**src/sv/qpht_pkg.sv**
```systemverilog
// Shared constants and types for the quadratic-probing hash table.
// No dependencies; used by qpht_mod and the top level.
`default_nettype none

package qpht_pkg;

  localparam int TABLE_SIZE_DEF = 1021;
  localparam int KEY_WIDTH_DEF  = 32;

  localparam int KEY_IN_W = 32;
  localparam int SLOT_W   = 10;
  localparam int STATUS_W = 2;
  localparam int COUNT_W  = 10;

  // Key bits folded into the remainder per step.
  localparam int DIGIT_W = 16;

  typedef enum logic [STATUS_W-1:0] {
    ST_PRESENT   = 2'd0,
    ST_EMPTY     = 2'd1,
    ST_EXHAUSTED = 2'd2
  } status_e;

endpackage

`default_nettype wire

```
**src/sv/qpht_mod.sv**
```systemverilog
// Key-modulo-table-size unit: per DIGIT_W key digit, MSB first, one reciprocal
// multiply and one multiply-subtract, each registered. Depends on qpht_pkg.
`default_nettype none

module qpht_mod #(
  parameter int MODULUS   = qpht_pkg::TABLE_SIZE_DEF,
  parameter int KEY_WIDTH = qpht_pkg::KEY_WIDTH_DEF
) (
  input  wire logic                       clk_i,
  input  wire logic                       rst_ni,
  input  wire logic                       start_i,
  input  wire logic [KEY_WIDTH-1:0]       key_i,
  output logic                            done_o,
  output logic [$clog2(MODULUS)-1:0]      rem_o
);

  localparam int DW     = qpht_pkg::DIGIT_W;
  localparam int SW     = $clog2(MODULUS);
  localparam int XW     = SW + DW;
  localparam int RW     = XW + 1;
  localparam int PW     = 2 * XW;
  localparam int SHIFT  = XW + SW;
  localparam int DIGITS = (KEY_WIDTH + DW - 1) / DW;
  localparam int PAD_W  = DIGITS * DW;
  localparam int NW     = $clog2(DIGITS + 1);
  localparam logic [63:0]   POW2  = 64'd1 << SHIFT;
  localparam logic [RW-1:0] RECIP = RW'((POW2 + 64'(MODULUS) - 64'd1) / 64'(MODULUS));

  logic             busy_q;
  logic             phase_q;
  logic             done_q;
  logic [NW-1:0]    cnt_q;
  logic [PAD_W-1:0] sh_q;
  logic [XW-1:0]    x_q;
  logic [DW-1:0]    quo_q;
  logic [SW-1:0]    rem_q;

  logic [PAD_W-1:0] key_pad;
  logic [PW-1:0]    prod;
  logic [XW-1:0]    quo_m;
  logic [XW-1:0]    diff;
  logic [SW-1:0]    rem_d;

  assign key_pad = PAD_W'(key_i);
  assign prod    = PW'(x_q) * PW'(RECIP);
  assign quo_m   = XW'(quo_q) * XW'(MODULUS);
  assign diff    = x_q - quo_m;
  assign rem_d   = diff[SW-1:0];

  always_ff @(posedge clk_i or negedge rst_ni) begin
    if (!rst_ni) begin
      busy_q  <= 1'b0;
      phase_q <= 1'b0;
      done_q  <= 1'b0;
      cnt_q   <= '0;
      sh_q    <= '0;
      x_q     <= '0;
      quo_q   <= '0;
      rem_q   <= '0;
    end else begin
      done_q <= 1'b0;
      if (start_i) begin
        busy_q  <= 1'b1;
        phase_q <= 1'b0;
        cnt_q   <= NW'(DIGITS);
        sh_q    <= key_pad << DW;
        x_q     <= XW'(key_pad[PAD_W-1 -: DW]);
      end else if (busy_q) begin
        phase_q <= !phase_q;
        if (!phase_q) begin
          quo_q <= prod[PW-1 -: DW];
        end else begin
          cnt_q <= cnt_q - NW'(1);
          if (cnt_q == NW'(1)) begin
            rem_q  <= rem_d;
            busy_q <= 1'b0;
            done_q <= 1'b1;
          end else begin
            x_q  <= {rem_d, sh_q[PAD_W-1 -: DW]};
            sh_q <= sh_q << DW;
          end
        end
      end
    end
  end

  assign done_o = done_q;
  assign rem_o  = rem_q;

endmodule

`default_nettype wire

```
**config.mk**
```make
export PLATFORM = sky130hd
export DESIGN_NAME = qpht_mod
export DESIGN_NICKNAME = d
export VERILOG_FILES = /design/src/sv/qpht_pkg.sv /design/src/sv/qpht_mod.sv
export SDC_FILE = /design/constraint.sdc
export NUM_CORES = 1
export LEC_CHECK = 0
export ABC_AREA = 1
export BUFFER_PORTS_ARGS = -buffer_cell sky130_fd_sc_hd__buf_2
export CORE_MARGIN = 2
export CORE_UTILIZATION = 38
export DETAILED_ROUTE_END_ITERATION = 16
export SYNTH_ARGS = -nofsm -noshare
export SYNTH_HDL_FRONTEND = slang
export SYNTH_SLANG_ARGS = --single-unit
```
**constraint.sdc**
```tcl
create_clock -name clk_i -period 13.5 [get_ports clk_i]
set_input_delay 1.35 -clock clk_i [delete_from_list [all_inputs] [get_ports clk_i]]
set_output_delay 1.35 -clock clk_i [all_outputs]
set_load 0.02 [all_outputs]
```
==> flow_summary.ini <==
[outcome]
status = finished, final reports clean

[final_layout]
final_common_cell = inv_1
drive_gt1_frac = 0.0542
n_antenna_cell = 0
design_area_um2 = 11600
final_cell_mix = inv_1, ha_1, nand2_1
area_growth_pct = 9.13
final_nets = 1733

[critical_path]
cp_top_family = adder cells
slowest_stage = dfrtp_1
worst_setup_path_start_kind = flip-flop
slowest_delay_ns = 0.74
crit_path_max_fanout = 8
cp_num_buf_inv = 4
worst_setup_path_end_kind = flip-flop
rrSetupSlack_ns = 8.02
crit_required_ns = 13.73
path_cells = ha_1 > ha_1 > ha_1 > fa_1 > inv_1 > fa_1 > inv_1 > fa_1 > inv_1 > fa_1 > inv_1 > ha_1 > a21oi_1 > o21ai_0 > nand2_1 > a21oi_1 > nor3_1 > nand3_1 > nand3_1 > nand2_1
cp.arrival_ns = 5.71
worst-setup-path-type = flip-flop to flip-flop

[cts]
clk_pin_slew_ns = 0.06
h-tree-depth = 3
clock_latency_ns = 0.34
post_cts_resized = 0
cts.sinks = 67
numCtsBuffers = 9
cts.path.max_buffers = 2
cts_tree = built
post_cts_buffers = 0
root_buffer = clkbuf_16
ctsHoldBuffers = 0

[synth]
synth.area.top_cells = ha_1, fa_1, dfrtp_1, inv_1, nand2_1
avgSynthCellArea_um2 = 8.18
netlist_area_um2 = 10600
ys_seq_area_frac = 0.158
synth_seq_cells = 67
synth_top_area_share = 0.314
syn_nets = 1687
synth_warnings = 0
synth.largest_area_cell = ha_1
syn_inst = 1297
ys_types = 36

[sta]
fin_hold_ws_ns = 0.472
slew_headroom = 0.399
hold_viol = 0
finalSetupViolations = 0
max_freq_mhz = 182
fin_crit_ns = 5.48
finClkSkew_ns = 0.00863
slew_violations = 0
tightestPinTransition_ns = 0.902
tns_ns = 0
rsz0062_at_grt = false
finalCritPeriodShare = 0.406

[die]
core_um2 = 27600
dieArea_um2 = 29300
die_h_um = 171
io_pins = 46
rows = 61
start_util = 0.384
die_x_um = 171

[global_routing]
grt_usage = 0.198
grt_pass1_wl_um = 44500
overflow = 0
antenna_found_initial = 0
grt_max_degree = 68
grt_pass1_vias = 8568

[drt]
num_vias = 8374
drt_drc_violations_left = 0
drtIter0Drc = 368
viasPerCell = 4.85
wl_per_cell_um = 15.5
drt_wl_total_um = 26800
drtPass1Iterations = 4
ant_nets = 0

[placed_design]
placed_area_um2 = 11300
port-buffer-count = 45
hpwlAfterDp_um = 22600
gp_congestion = 0.896

[run]
cap_violations = 0

[hold_path]
worstHoldPathType = flip-flop to flip-flop
## registers in the layout, summed over array words and instances (netlist names)
register,flops
busy_q,1
done_o,1
rem_o,10
quo_q,10
cnt_q,2
x_q,26
phase_q,1
sh_q,16
## logic make-up (layout without fill, tap and decap cells)
group / after synthesis / in the layout / share of synthesized area
AOI/OAI and AO/OA: 143 / 143 / 0.0757
xor gates and xnor gates: 25 / 25 / 0.0206
adders and majority gates: 355 / 355 / 0.482
buffers and inverters: 298 / 349 / 0.107
DFF: 67 / 67 / 0.158
and+or+nand+nor: 409 / 409 / 0.157
## metrics by stage
stage	utilization	instances	setup slack, ns
after global placement	0.408	1710	8.14
after floorplan	-	1297	8.81
after global routing	0.419	1726	7.73
final	0.419	1726	8.02
after CTS	0.419	1726	8.04
after detailed placement	0.408	1710	8.04
## per-layer routing
metal | up-vias | GRT usage | routed length, um
met5 | - | 0 | 0
met4 | 0 | 0.0468 | 414
met3 | 24 | 0.0211 | 936
met2 | 149 | 0.325 | 12300
met1 | 3980 | 0.279 | 13200
li1 | 4221 | - | -
## path summary, 6_finish.rpt
check                              start  endpoint  depth (start not counted)
worst min-delay path            sh_q[29]  sh_q[29]                          2
worst max-delay path              x_q[9]  quo_q[4]                         20
min in group asynchronous         rst_ni  rem_o[9]                          2
max in group asynchronous         rst_ni    x_q[8]                          2
worst max register to register    x_q[9]  quo_q[4]                         20
worst min register to register  sh_q[29]  sh_q[29]                          2
## worst reg2reg max path, stage by stage, from the launching register on
cell and delay [ns]:
dfrtp_1 0.74, ha_1 0.35, ha_1 0.30, ha_1 0.22, fa_1 0.53, inv_1 0.05, fa_1 0.47, inv_1 0.05
fa_1 0.52, inv_1 0.05, fa_1 0.52, inv_1 0.04, ha_1 0.33, a21oi_1 0.33, o21ai_0 0.22, nand2_1 0.10
a21oi_1 0.08, nor3_1 0.22, nand3_1 0.11, nand3_1 0.09, nand2_1 0.05
## cell type report
cell class	instances	area, um2
fillers	2880	16100
multi-input cells	932	7800
flip-flops and latches	67	1680
inverters	285	1070
well taps	378	473
repair buffers	48	248
clock buffers	10	239
clock inverters	6	68.8
## synth_stat cells (all sizes together)
cell,n
xnor2,14
clkinv,1
a21o,6
a21boi,2
nand4,9
o311ai,1
o21ai,58
xor2,11
nand3,38
o21bai,8
inv,284
a22o,1
dfrtp,67
o21a,3
nor4,2
and2,1
a31oi,13
buf,5
nand2,265
and3,2
a21oi,45
nand3b,3
nor3,12
ha,266
fa,89
clkbuf,8
nor2,77
o211ai,6
Power is not shown: default switching activity piles up to over one toggle a cycle in this logic, so the estimate is an artifact.
